==> src/design/svpd_pkg.sv <==
// Shared types, constants and the sign-code to sector map for the SVPWM duty core.
package svpd_pkg;

   localparam int ALPHA_W = 16;
   localparam int DUTY_W = 16;
   localparam int SECTOR_W = 3;
   localparam int PROD_W = 34;   // 18-bit signed constant times 16-bit signed input
   localparam int PROJ_W = 19;   // projections in half-LSB units
   localparam int TIME_W = 18;   // one active time, magnitude only
   localparam int ZERO_W = 17;   // zero time, 0 to full scale
   localparam int ACT_W = 19;    // sum of two active times

   localparam logic signed [17:0] COS30_Q16 = 18'sd56756;
   localparam logic signed [PROD_W-1:0] ROUND_HALF = 34'sd16384;
   localparam logic signed [ACT_W+1:0] FULL_SCALE = 21'sd65536;
   localparam logic [DUTY_W-1:0] DUTY_MAX = 16'd32768;

   localparam logic [SECTOR_W-1:0] SECTOR_NONE = 3'd0;
   localparam logic [SECTOR_W-1:0] SECTOR_1 = 3'd1;
   localparam logic [SECTOR_W-1:0] SECTOR_2 = 3'd2;
   localparam logic [SECTOR_W-1:0] SECTOR_3 = 3'd3;
   localparam logic [SECTOR_W-1:0] SECTOR_4 = 3'd4;
   localparam logic [SECTOR_W-1:0] SECTOR_5 = 3'd5;
   localparam logic [SECTOR_W-1:0] SECTOR_6 = 3'd6;

   typedef struct packed {
      logic signed [ALPHA_W-1:0] alpha;
      logic signed [ALPHA_W-1:0] beta;
   } req_type;

   typedef struct packed {
      logic [DUTY_W-1:0] duty_a;
      logic [DUTY_W-1:0] duty_b;
      logic [DUTY_W-1:0] duty_c;
      logic [SECTOR_W-1:0] sector_number;
   } rsp_type;

   typedef struct packed {
      logic signed [PROJ_W-1:0] p1;
      logic signed [PROJ_W-1:0] p2;
      logic signed [PROJ_W-1:0] p3;
      logic [SECTOR_W-1:0] sector;
   } proj_type;

   typedef struct packed {
      logic [ZERO_W-1:0] t0;
      logic [ACT_W-1:0] act_a;
      logic [ACT_W-1:0] act_b;
      logic [ACT_W-1:0] act_c;
      logic [SECTOR_W-1:0] sector;
   } time_type;

   // Bit 0: P1 > 0, bit 1: P2 > 0, bit 2: P3 > 0.
   function automatic logic [SECTOR_W-1:0] code_to_sector(input logic [2:0] code);
      logic [SECTOR_W-1:0] sec;
      unique case (code)
         3'd3: sec = SECTOR_1;
         3'd1: sec = SECTOR_2;
         3'd5: sec = SECTOR_3;
         3'd4: sec = SECTOR_4;
         3'd6: sec = SECTOR_5;
         3'd2: sec = SECTOR_6;
         default: sec = SECTOR_NONE;
      endcase
      return sec;
   endfunction

endpackage

==> src/design/space_vector_pwm_duty_core.sv <==
// Top level of the space vector PWM duty core.
//
//   channel   ports                        handshake
//   request   start, busy, req_word        word taken when start is high and busy low
//   response  rsp_valid, rsp_word          word shown for one cycle, no back-pressure
//
// One word enters every cycle; busy is always low since nothing is ever held.
// Four register stages (multiplier, projections, times, duties) lie in that order
// between an accepted word and its result on rsp_*.
// Reset clears only the stage valid bits; the data registers keep their contents.
module space_vector_pwm_duty_core import svpd_pkg::*; (
   input  logic    clock,
   input  logic    reset,
   input  logic    start,
   output logic    busy,
   input  req_type req_word,
   output logic    rsp_valid,
   output rsp_type rsp_word
);

   logic     accept;
   logic     proj_valid;
   proj_type proj_word;
   logic     time_valid;
   time_type time_word;

   assign busy = 1'b0;
   assign accept = start && !busy;

   svpd_proj u_proj (
      .clock     (clock),
      .reset     (reset),
      .in_valid  (accept),
      .in_word   (req_word),
      .out_valid (proj_valid),
      .out_word  (proj_word)
   );

   svpd_time u_time (
      .clock     (clock),
      .reset     (reset),
      .in_valid  (proj_valid),
      .in_word   (proj_word),
      .out_valid (time_valid),
      .out_word  (time_word)
   );

   svpd_duty u_duty (
      .clock     (clock),
      .reset     (reset),
      .in_valid  (time_valid),
      .in_word   (time_word),
      .out_valid (rsp_valid),
      .out_word  (rsp_word)
   );

endmodule

==> src/design/svpd_proj.sv <==
// Stages one and two: cos30 scaling of alpha, then projections and sector.
module svpd_proj import svpd_pkg::*; (
   input  logic     clock,
   input  logic     reset,
   input  logic     in_valid,
   input  req_type  in_word,
   output logic     out_valid,
   output proj_type out_word
);

   logic                       mul_valid_ff;
   logic signed [PROD_W-1:0]   prod_ff;
   logic signed [PROD_W-1:0]   prod_in;
   logic signed [ALPHA_W-1:0]  beta_ff;
   logic                       proj_valid_ff;
   proj_type                   proj_ff;
   proj_type                   proj_in;
   logic signed [PROD_W-1:0]   rounded;
   logic signed [PROJ_W-1:0]   c_val;
   logic signed [PROJ_W-1:0]   beta_ext;
   logic [2:0]                 code;

   assign prod_in = PROD_W'(COS30_Q16 * in_word.alpha);

   always_ff @(posedge clock) begin
      if (reset) begin
         mul_valid_ff <= 1'b0;
         proj_valid_ff <= 1'b0;
      end else begin
         mul_valid_ff <= in_valid;
         proj_valid_ff <= mul_valid_ff;
      end
      prod_ff <= prod_in;
      beta_ff <= in_word.beta;
      proj_ff <= proj_in;
   end

   always_comb begin
      // The top bits of the rounded product are the floor of the divide by 2^15.
      rounded = prod_ff + ROUND_HALF;
      c_val = rounded[PROD_W-1:15];
      beta_ext = PROJ_W'(beta_ff);
      proj_in.p1 = {{(PROJ_W-ALPHA_W-1){beta_ff[ALPHA_W-1]}}, beta_ff, 1'b0};
      proj_in.p2 = c_val - beta_ext;
      proj_in.p3 = -c_val - beta_ext;
      code[0] = !proj_in.p1[PROJ_W-1] && (|proj_in.p1);
      code[1] = !proj_in.p2[PROJ_W-1] && (|proj_in.p2);
      code[2] = !proj_in.p3[PROJ_W-1] && (|proj_in.p3);
      proj_in.sector = code_to_sector(code);
   end

   assign out_valid = proj_valid_ff;
   assign out_word = proj_ff;

endmodule

==> src/design/svpd_time.sv <==
// Stage three: active times, zero time and per-phase active sums.
module svpd_time import svpd_pkg::*; (
   input  logic     clock,
   input  logic     reset,
   input  logic     in_valid,
   input  proj_type in_word,
   output logic     out_valid,
   output time_type out_word
);

   logic                      valid_ff;
   time_type                  time_ff;
   time_type                  time_in;
   logic signed [PROJ_W-1:0]  t1_s;
   logic signed [PROJ_W-1:0]  t2_s;
   logic [TIME_W-1:0]         t1;
   logic [TIME_W-1:0]         t2;
   logic [ACT_W-1:0]          both;
   logic signed [ACT_W+1:0]   diff;

   always_comb begin
      t1_s = '0;
      t2_s = '0;
      unique case (in_word.sector)
         SECTOR_1: begin t1_s = in_word.p2;  t2_s = in_word.p1;  end
         SECTOR_2: begin t1_s = -in_word.p3; t2_s = -in_word.p2; end
         SECTOR_3: begin t1_s = in_word.p1;  t2_s = in_word.p3;  end
         SECTOR_4: begin t1_s = -in_word.p2; t2_s = -in_word.p1; end
         SECTOR_5: begin t1_s = in_word.p3;  t2_s = in_word.p2;  end
         SECTOR_6: begin t1_s = -in_word.p1; t2_s = -in_word.p3; end
         default: begin t1_s = '0; t2_s = '0; end
      endcase
      // Both selected projections share a sign, so the values here are magnitudes.
      t1 = t1_s[TIME_W-1:0];
      t2 = t2_s[TIME_W-1:0];
      both = ACT_W'(t1) + ACT_W'(t2);
      diff = FULL_SCALE - $signed({2'b00, both});
      time_in.t0 = diff[ACT_W+1] ? '0 : diff[ZERO_W-1:0];
      time_in.sector = in_word.sector;
      time_in.act_a = '0;
      time_in.act_b = '0;
      time_in.act_c = '0;
      // With no sector both times are zero, so every phase lands on half scale.
      unique case (in_word.sector)
         SECTOR_1: begin
            time_in.act_a = both; time_in.act_b = ACT_W'(t2);
         end
         SECTOR_2: begin
            time_in.act_a = ACT_W'(t1); time_in.act_b = both;
         end
         SECTOR_3: begin
            time_in.act_b = both; time_in.act_c = ACT_W'(t2);
         end
         SECTOR_4: begin
            time_in.act_b = ACT_W'(t1); time_in.act_c = both;
         end
         SECTOR_5: begin
            time_in.act_a = ACT_W'(t2); time_in.act_c = both;
         end
         SECTOR_6: begin
            time_in.act_a = both; time_in.act_c = ACT_W'(t1);
         end
         default: begin
            time_in.act_a = '0;
         end
      endcase
   end

   always_ff @(posedge clock) begin
      if (reset) begin
         valid_ff <= 1'b0;
      end else begin
         valid_ff <= in_valid;
      end
      time_ff <= time_in;
   end

   assign out_valid = valid_ff;
   assign out_word = time_ff;

endmodule

==> src/design/svpd_duty.sv <==
// Stage four: rounded, saturated phase duties into the output register.
module svpd_duty import svpd_pkg::*; (
   input  logic     clock,
   input  logic     reset,
   input  logic     in_valid,
   input  time_type in_word,
   output logic     out_valid,
   output rsp_type  out_word
);

   logic    valid_ff;
   rsp_type rsp_ff;
   rsp_type rsp_in;

   function automatic logic [DUTY_W-1:0] duty_of(input logic [ZERO_W-1:0] t0,
                                                 input logic [ACT_W-1:0] act);
      logic [ACT_W+2:0] d;
      logic [ACT_W:0]   q;
      d = ACT_W'(0) + (ACT_W+3)'(t0) + {2'b00, act, 1'b0} + (ACT_W+3)'(2);
      q = d[ACT_W+2:2];
      return (q > (ACT_W+1)'(DUTY_MAX)) ? DUTY_MAX : q[DUTY_W-1:0];
   endfunction

   always_comb begin
      rsp_in.duty_a = duty_of(in_word.t0, in_word.act_a);
      rsp_in.duty_b = duty_of(in_word.t0, in_word.act_b);
      rsp_in.duty_c = duty_of(in_word.t0, in_word.act_c);
      rsp_in.sector_number = in_word.sector;
   end

   always_ff @(posedge clock) begin
      if (reset) begin
         valid_ff <= 1'b0;
      end else begin
         valid_ff <= in_valid;
      end
      rsp_ff <= rsp_in;
   end

   assign out_valid = valid_ff;
   assign out_word = rsp_ff;

endmodule

==> config.mk <==
export PLATFORM = sky130hd
export DESIGN_NAME = space_vector_pwm_duty_core
export DESIGN_NICKNAME = d
export VERILOG_FILES = /design/src/design/svpd_pkg.sv /design/src/design/space_vector_pwm_duty_core.sv /design/src/design/svpd_proj.sv /design/src/design/svpd_time.sv /design/src/design/svpd_duty.sv
export SDC_FILE = /design/constraint.sdc
export NUM_CORES = 1
export LEC_CHECK = 0
export ABC_AREA = 1
export BUFFER_PORTS_ARGS = -buffer_cell sky130_fd_sc_hd__buf_2
export CAP_MARGIN = 25
export CORE_MARGIN = 4
export CORE_UTILIZATION = 45
export CTS_CLUSTER_DIAMETER = 120
export DETAILED_ROUTE_END_ITERATION = 10
export GPL_TIMING_DRIVEN = 0
export PLACE_DENSITY = 0.64
export RECOVER_POWER = 100
export SLEW_MARGIN = 20
export SYNTH_ARGS = -nofsm -noshare
export SYNTH_HDL_FRONTEND = slang
export SYNTH_SLANG_ARGS = --single-unit
==> constraint.sdc <==
create_clock -name clock -period 5 [get_ports clock]
set_input_delay 0 -clock clock [delete_from_list [all_inputs] [get_ports clock]]
set_output_delay 0 -clock clock [all_outputs]
set_load 0.05 [all_outputs]
# After elaboration in Yosys (flattened, before gate mapping)
# Cells that the tools add are included.
classes:
  add_sub_neg: 15
  magnitude_cmp: 3
  reduce_logical: 12
  eq_ne: 12
  mul: 1
  muxes: 6
ops:
  columns: ["operator", "count"]
  rows:
  - ["one-hot mux 18 bit (6 select lines)", 2]
  - ["one-hot mux 19 bit (3 select lines)", 3]
  - ["adder 22 x 2 -> 22 bit (second input constant)", 3]
  - ["adder 17 x 20 -> 21 bit", 3]
  - ["> comparator 20 x 16 -> 1 bit (second input constant)", 3]
  - ["OR reduction 19 bit", 2]
  - ["subtractor 19 x 16 -> 19 bit", 2]
  - ["negation 18 bit", 2]
  - ["adder 34 x 16 -> 34 bit (second input constant)", 1]
  - ["multiplier 15 x 16 -> 31 bit (first input constant)", 1]
  - ["subtractor 17 x 19 -> 20 bit (first input constant)", 1]
  - ["adder 18 x 18 -> 19 bit", 1]
  - ["negation 19 bit", 1]
  - ["== test 3 bit (second input constant)", 6]
  - ["negation 17 -> 18 bit", 1]
  - ["one-hot mux 3 bit (6 select lines)", 1]
  - ["OR reduction 16 bit", 1]
  - ["== test 3 x 2 -> 1 bit (second input constant)", 4]
  - ["== test 3 x 1 -> 1 bit (second input constant)", 2]
  - ["OR reduction 2 bit", 3]
  - ["logical AND 1 bit", 3]
  - ["logical NOT 1 bit", 3]
word_totals:
  reg_bits: 235
  inputBits: 35

# Logic depth before layout (Yosys ltp)
# Gate-level depths: netlist (run 1).
logic_depth:
  ltp_word: 7
  ltp_mapped: 31
  mapped_depth_nobuf: 31

# By module
# A second synthesis (run 1) with hierarchy kept.
unflattened:
  hier_cells: 3205
  area_unflattened_um2: 22263.9
modules_own_cells:
  columns: ["mod", "n_inst", "area_each_um2", "cells_per_inst"]
  rows:
  - ["svpd_proj", 1, 10597.7, 1353]
  - ["svpd_time", 1, 6209.7, 992]
  - ["svpd_duty", 1, 5445.2, 858]
  - ["space_vector_pwm_duty_core", 1, 11.3, 2]

# Least setup slack after synthesis (run 1)
# OpenSTA, ideal clock, no wires.
synth_timing:
  path_type: "input -> register"
  start: "in req_word[23] in the netlist's numbering"
  end: "reg u_proj.prod_ff[29]"
  setup_slack_ns: 0.340
  n_path_buf: 0
  arrival_ns: 4.539
  stages: 20
  cell_sequence: "ha_1 > inv_1 > fa_1 > inv_1 > fa_1 > fa_1 > fa_1 > inv_1 > fa_1 > inv_1 > ha_1 > a21oi_1 > o21ai_0 > a211oi_1 > o21ai_0 > nand2_1 > o211ai_1 > nand3_1 > nand2_1 > xor2_1"
synth_between:
  elab_chain_cells: 1
synth_rtl:
  columns: ["element", "line", "source"]
  rows:
  - ["start: declaration", "space_vector_pwm_duty_core.sv:16", "input req_type req_word,"]
  - ["multiplier 15 x 16 -> 31 bit", "svpd_proj.sv:23", "assign prod_in = PROD_W'(COS30_Q16 * in_word.alpha);"]
  - ["via u_proj.prod_in[29]", "svpd_proj.sv:13", "logic signed [PROD_W-1:0] prod_in;"]
  - ["end signal: assignment", "svpd_proj.sv:33", "prod_ff <= prod_in;"]
  - ["end: declaration", "svpd_proj.sv:12", "logic signed [PROD_W-1:0] prod_ff;"]
# The timed path passes the listed nets, and every way through them passes these cells.
# A chain may end at the register's enable or synchronous reset.

# Worst setup path after layout (run 1)
layout_timing:
  start: "reg u_proj.proj_ff (netlist bit u_proj.out_word[2])"
  end: "reg u_time.time_ff (netlist bit u_time.out_word[72])"
layout_between:
  elab_chain_cells: 4
  elab_cells_between_ends: 10
  classes_between: "2 x add/sub; 6 x eq/ne; 2 x mux"
layout_rtl:
  columns: ["element", "line", "source"]
  rows:
  - ["start: declaration", "svpd_proj.sv:16", "proj_type proj_ff;"]
  - ["start signal: assignment", "svpd_proj.sv:35", "proj_ff <= proj_in;"]
  - ["== test 3 bit (tied with other cells)", "svpd_time.sv:24", "unique case (in_word.sector)"]
  - ["one-hot mux 18 bit (6 select lines)", "svpd_time.sv:24", null]
  - ["adder 18 x 18 -> 19 bit *", "svpd_time.sv:36", "both = ACT_W'(t1) + ACT_W'(t2);"]
  - ["subtractor 17 x 19 -> 20 bit *", "svpd_time.sv:37", "diff = FULL_SCALE - $signed({2'b00, both});"]
  - ["end signal: assignment", "svpd_time.sv:75", "time_ff <= time_in;"]
  - ["end: declaration", "svpd_time.sv:12", "time_type time_ff;"]
# Every way passes the cells marked *; elsewhere a longest branch is shown, timed or not.

==> metrics, run 1 <==
Synth Area in Adders between 20% and 30%; Remaining Overflow, GRT 0; CP endpoint u_time.out_word[72]; die height around 230 µm; area share of the leading cell type in the synthesized netlist between 10% and 20%; Synth Flop Type dfxtp_1; DRC violation total after the first TritonRoute iteration 1710; fin. max-slew vios 0; Arr. time, crit path 5.28 ns; total number of vias approximately 22000; CTS Buf Count 28; worst-path fanout max 10; number of storage elements in the synthesis netlist approximately 220; IO buf count 86; total negative slack 0 ns; die outline area approximately 0.054 mm²; top-count cell post-synth nand2_1; DRC violations left 0; Die Wd ~230 µm; simple-gate share of the synthesized area between 30% and 40%; class of the worst hold path in2reg; DR pass1 iterations 8; effective utilization at floorplan 45.8%; Synth Warn # 0; HPWL reported at the end of detailed placement between 50 and 60 mm; Final Hold Vio Count 0; Post-synth ARST share 0%; largest family of logic cells by synthesized area simple AND/OR/NAND/NOR gates; final period demand of the worst path about 4.8 ns; leading post-synthesis cells by instance count nand2_1, inv_1, nor2_1, nand3_1, ha_1; Overall Global Routing Usage between 20 and 25%; destination of the worst register-to-register timing path u_time.out_word[72]; Final Cycle Share 95.4%; number of placement rows 81; TritonCTS clock tree yes; post-DR wirelength/cell ~16 µm; setup skew after layout between 0.01 and 0.015 ns; post-synthesis cell type count between 50 and 60; area added between synthesis and finish 11.5%; Cell Area, Synth 0.0225 mm²; worst-case clock buffer depth 3; Core Box Area ~0.049 mm²; hold wc startpoint req_word[2]; setup-violating endpoint count in the final report 0; share of the synthesized area in compound gates (AO/OA/AOI/OAI) a little under 10%; number of max-cap violations 0; Max-Slew Margin vs Limit slightly above 40%; setup slack, reg-to-reg around 0.23 ns; top area cells in the synthesized netlist dfxtp_1, nand2_1, ha_1, fa_1, inv_1; number of cells on the worst reg-to-reg path 21; Synth Instances about 3300; pin count of the biggest net entering global routing 24; detail-routed via count per cell between 5 and 6; top-level I/O count between 80 and 90; number of diodes added for antenna fixing 0; clock latency at the later pin of the worst-skew pair between 0.5 and 0.6 ns; nature of the critical path endpoint register; Avg Synthesized Cell Area about 6.7 µm²; Final #Nets between 3000 and 4000; largest area contributor in the synthesized netlist dfxtp_1; total wirelength of the detailed-routed design approximately 66 mm; worst setup path startpoint u_proj.out_word[2]; buffer type at the clock tree root clkbuf_16; Worst Setup Path Type reg2reg; number of global-route vias before repair 20500; Synthesized Nets 3735; Final ANT Viol Nets 0; startpoint type of the worst setup path register; first-pass GRT wire length around 110 mm; critical path data required time 5.51 ns; proportion of synthesized area in mux cells 0.0445%; sequential element share of the synthesized area 19.6%; layout cell share with drive strength beyond 1 6.68%; clock transition at the registers of the reported paths about 0.06 ns; EDFF count, synth 0; fin util 51.1%; CTS H-Tree Depth 1; last weighted congestion value of the routability-driven placer approximately 1; XOR/XNOR share of the synthesized area about 4.6%; number of clock sinks around 220; number of antenna violations at the first check in global routing 0; result of the run completed; Reg2Reg Launch Point u_proj.out_word[2]; fmax 0.210 GHz; pin slew with the least headroom to its limit ~0.88 ns
-- metrics by stage --
step	setup WS, ns	instance area (µm²)	hold slack (ns)	std cells
global placement	-0.629	23800	0.102	4092
CTS	0.00214	24900	0.0393	4159
floorplan	0.340	22500	0.0277	3342
global route	-0.00903	25100	0.0561	4182
detailed placement	-0.560	23800	0.104	4092
finish	0.229	25100	0.0666	4182
-- layout by cell type, fill, tap and decap left out, types with 7 or more instances in the layout --
cell	netlist	routed
nand2_1	878	876
inv_1	609	609
nor2_1	283	288
nand3_1	250	250
ha_1	237	234
dfxtp_1	221	221
a21oi_1	143	142
fa_1	121	121
xor2_1	89	88
o21ai_0	83	79
clkbuf_1	19	67
nand4_1	60	60
o211ai_1	40	40
buf_2	2	37
nor2_2	39	35
nor3_1	35	32
clkbuf_16	0	29
o22ai_1	27	27
nand2_2	24	24
xnor2_1	27	24
buf_4	1	24
dlygate4sd3_1	0	18
a21o_1	12	12
clkbuf_2	0	10
a221oi_1	11	10
buf_1	11	9
or2_2	9	9
a31oi_1	8	8
nand3b_1	8	8
nor2_4	8	7
-- what timing repair did --
| item | 4_1_cts | 5_1_grt |
|---|---|---|
| hold buffers | 18 | 0 |
| hold endpoints to repair | 20 | 0 |
| setup buffers | 0 | 23 |
| endpoints found under the setup margin | 17 | 23 |
| pin swaps | 0 | 12 |
| resized for setup | 12 | 57 |
-- worst min-delay path by stage --
stage,endpoint,slack (ns),depth (start not counted)
detailed placement,u_proj.beta_ff[12],0.10,1
floorplan,u_proj.beta_ff[0],0.03,0
CTS,u_proj.beta_ff[9],0.04,2
global placement,u_proj.beta_ff[9],0.10,1
finish,u_proj.beta_ff[2],0.07,2
global route,u_proj.beta_ff[3],0.06,2
-- final cells by class --
cell class | count | area, µm²
sequential | 221 | 4420
inverter | 616 | 2320
tap | 664 | 831
clock inverter | 16 | 166
timing repair buffer | 127 | 719
fill | 5064 | 24100
clock buffer | 33 | 751
buffer | 36 | 158
multi-input combinational | 2469 | 15700
-- flip-flops by register name, summed over array words and instances, names as in the netlist --
register             flops
u_proj.out_word         55
u_proj.out_valid         1
u_duty.out_word         51
u_duty.out_valid         1
u_proj.prod_ff          19
u_proj.mul_valid_ff      1
u_time.out_word         76
u_time.out_valid         1
u_proj.beta_ff          16
-- routing by layer --
layer	share of wire [%]	wire, µm	GRT usage, %	vias to the layer above
li1	-	-	-	11000
met1	44	29000	32.2	9816
met2	46	30600	41.0	633
met3	5.9	3930	2.63	170
met4	4.4	2950	9.49	0
met5	0	0	0	-
-- kinds of logic (layout without fill, tap and decap cells) --
| kind of cell | count (synthesis) | after routing |
|---|---|---|
| simple gates | 1618 | 1618 |
| buf+inv | 652 | 828 |
| xor+xnor | 117 | 117 |
| flops | 221 | 221 |
| compound gates | 374 | 374 |
| fa+ha+maj | 358 | 358 |
| mux | 1 | 1 |
| other cells | 1 | 1 |
-- critical path, stage by stage, from the launching register on --
cell and delay (ns):
dfxtp_1 0.49, inv_1 0.16, nand2_4 0.20, clkinv_2 0.20, clkbuf_2 0.28, o21ai_0 0.22
o21ai_1 0.23, ha_1 0.31, fa_1 0.42, nand3_1 0.09, nand3_1 0.20, a21boi_2 0.28
o21ai_0 0.19, or2_2 0.32, nand2_2 0.19, nand2_1 0.11, nor2_1 0.10, nand4_1 0.13
nand2_1 0.11, nand2_2 0.12, buf_2 0.23, nor2_1 0.10
Power of run 1 is not shown: default switching activity piles up to over one toggle a cycle in this logic, so the estimate is an artifact.
==> inputs of run 2 (changes only) <==
--- a/config.mk
+++ b/config.mk
@@ -9,11 +9,11 @@
 export BUFFER_PORTS_ARGS = -buffer_cell sky130_fd_sc_hd__buf_2
 export CAP_MARGIN = 25
 export CORE_MARGIN = 4
-export CORE_UTILIZATION = 45
+export CORE_UTILIZATION = 50
 export CTS_CLUSTER_DIAMETER = 120
 export DETAILED_ROUTE_END_ITERATION = 10
 export GPL_TIMING_DRIVEN = 0
-export PLACE_DENSITY = 0.64
+export PLACE_DENSITY = 0.7
 export RECOVER_POWER = 100
 export SLEW_MARGIN = 20
 export SYNTH_ARGS = -nofsm -noshare
==> run 2 against run 1 <==
Global-route usage up 2.0 points. First-iteration DRC count grew 0.53%. Wire length shrank 3.1%. Die area shrank 9.7%. Utilization grew 5.0 points. Cell count decreased by 2.0%. Sequential share of layout area is 0.14 points higher. Maximum frequency fell by 0.29%. Setup slack got worse by 0.014 ns. Register-to-register slack hardly changed. Flip-flop and latch count is the same. Count of clock-buffer cells in the layout is 3 higher. Highest routed layer unchanged.
==> metrics, run 2 (same netlist as run 1, synthesis figures left out) <==
result of the run completed; total wirelength of the detailed-routed design 64.4 mm (-3.1%); number of flip-flops under the largest register name 76 (unchanged); class of the worst hold path in2reg; highest-count cells in the layout ignoring fill and taps nand2_1, inv_1, nor2_1, nand3_1, ha_1; top-level I/O count 88 (unchanged); most frequent standard cell in the layout excluding fill and tap cells nand2_1; setup skew after layout 0.0135 ns (+0.00129 ns); Final Hold Vio Count 0 (unchanged); number of antenna violations at the first check in global routing 0 (unchanged); Overall Global Routing Usage 26.4% (+2.0 points); DRC violations left 0 (unchanged); Max-Slew Margin vs Limit 28.1% (-13 points); Final Cycle Share 95.7% (+0.28 points); TritonCTS clock tree yes; fmax 0.209 GHz (-0.29%); total negative slack 0 ns (unchanged); CTS Buf Count 27 (-3.6%); pin count of the biggest net entering global routing 24 (unchanged); fin. max-slew vios 0 (unchanged); IO buf count 86 (unchanged); Arr. time, crit path 5.21 ns (-0.07 ns); number of filler cells placed in the layout 4487 (-11%); setup-violating endpoint count in the final report 0 (unchanged); critical path data required time 5.43 ns (-0.08 ns); worst-path fanout max 10 (unchanged); number of global-route vias before repair 20400 (-0.27%); setup slack, reg-to-reg 0.22 ns (about the same); number of placement rows 77 (-4.9%); Final #Nets 3881 (-0.28%); post-DR wirelength/cell 15.7 µm (-1.2%); CTS H-Tree Depth 1 (unchanged); die height 220 µm (-5.0%); first-pass GRT wire length 104 mm (-2.4%); area added between synthesis and finish 10.6%; Worst Setup Path Type reg2reg; buffer type at the clock tree root clkbuf_16; worst-case clock buffer depth 3 (unchanged); effective utilization at floorplan 50.7% (+4.9 points); startpoint type of the worst setup path register; Setup WS pre-CTS -0.409 ns (+0.151 ns); pin slew with the least headroom to its limit 1.07 ns (+0.190 ns); total number of vias 21500 (-0.42%); clock transition at the registers of the reported paths 0.06 ns (about the same); clock latency at the later pin of the worst-skew pair 0.55 ns (-0.02 ns); last weighted congestion value of the routability-driven placer 1.00 (-0.88%); fin util 56.1% (+5.0 points); Die Wd 220 µm (-5.0%); DRC violation total after the first TritonRoute iteration 1719 (+0.53%); Core Box Area 0.0444 mm² (-9.6%); final period demand of the worst path 4.78 ns (+0.0138 ns); Final ANT Viol Nets 0 (unchanged); detail-routed via count per cell 5.25 (+1.6%); HPWL reported at the end of detailed placement 53.8 mm (-1.8%); Remaining Overflow, GRT 0 (unchanged); number of diodes added for antenna fixing 0 (unchanged); number of clock sinks 221 (unchanged); layout cell share with drive strength beyond 1 5.99% (-0.69 points); Worst Setup Slack, final 0.216 ns (-0.0138 ns); number of max-cap violations 0 (unchanged); nature of the critical path endpoint register; die outline area 0.0485 mm² (-9.7%); unrepaired setup endpoints after global routing false; DR pass1 iterations 6 (-2)
==> run 2: cell count changes in the layout (fill, tap and decap cells not counted), sizes merged <==
cell / change
inv: -2
dlygate4sd3: +1
clkbuf: +6
clkinv: -3
clkinvlp: +1
buf: -14
bufinv: +1
==> run 2: worst paths after layout <==
path,startpoint,endpoint,cells after the start
max,u_proj.out_word[0],u_time.out_word[67],24
min,req_word[15],u_proj.beta_ff[15],2
max reg2reg,u_proj.out_word[0],u_time.out_word[67],24
min reg2reg,u_time.out_word[2],u_duty.out_word[2],0
==> run 2: cell type report <==
| type | count | area (µm²) | area share [%] |
|---|---|---|---|
| tap | 592 | 741 | 2.97 |
| multi-input combinational | 2469 | 15700 | 62.9 |
| clock buffer | 36 | 779 | 3.13 |
| buffer | 36 | 155 | 0.623 |
| clock inverter | 13 | 175 | 0.703 |
| timing repair buffer | 117 | 643 | 2.58 |
| inverter | 616 | 2320 | 9.31 |
| sequential | 221 | 4420 | 17.8 |
==> run 2: timing repair <==
action / 4_1_cts / 5_1_grt
hold buffers: 19 / 0
endpoints found under the hold margin: 20 / 0
resized for setup: 8 / 43
pin swaps: 0 / 6
setup endpoints to repair: 16 / 21
buffers inserted: 0 / 12
==> run 2: stage by stage <==
stage | hold WS, ns | instance area, µm² | cells
finish | 0.0736 | 24900 | 4100
global route | 0.0528 | 24900 | 4100
CTS | 0.0445 | 24900 | 4088
detailed placement | 0.104 | 23700 | 4020
global placement | 0.102 | 23700 | 4020
floorplan | 0.0277 | 22500 | 3342
==> run 2: layer usage <==
layer	up-vias	global-route usage [%]	part of all wire [%]
met5	-	0	0
met4	0	10.9	4.6
met3	167	3.36	6.4
met2	707	45.2	47
met1	9675	33.7	42
li1	11000	-	-
==> run 2: worst max-delay path, cell delays in order (launching register included) <==
cell	delay (ns)
dfxtp_1	0.39
inv_1	0.08
ha_1	0.20
nand2_2	0.25
clkinv_2	0.24
clkbuf_2	0.30
a221oi_1	0.30
o221ai_1	0.37
ha_1	0.48
a21oi_1	0.20
o21a_1	0.13
nand2_1	0.12
nand2_1	0.09
nand2_1	0.10
a21oi_1	0.19
inv_1	0.08
nand2_1	0.06
nand2_1	0.21
nand2_1	0.15
nor2_1	0.05
nand4_1	0.10
nand2_1	0.08
nand2_2	0.15
buf_2	0.26
nor2_1	0.07
Power of run 2 is left out for the same reason.
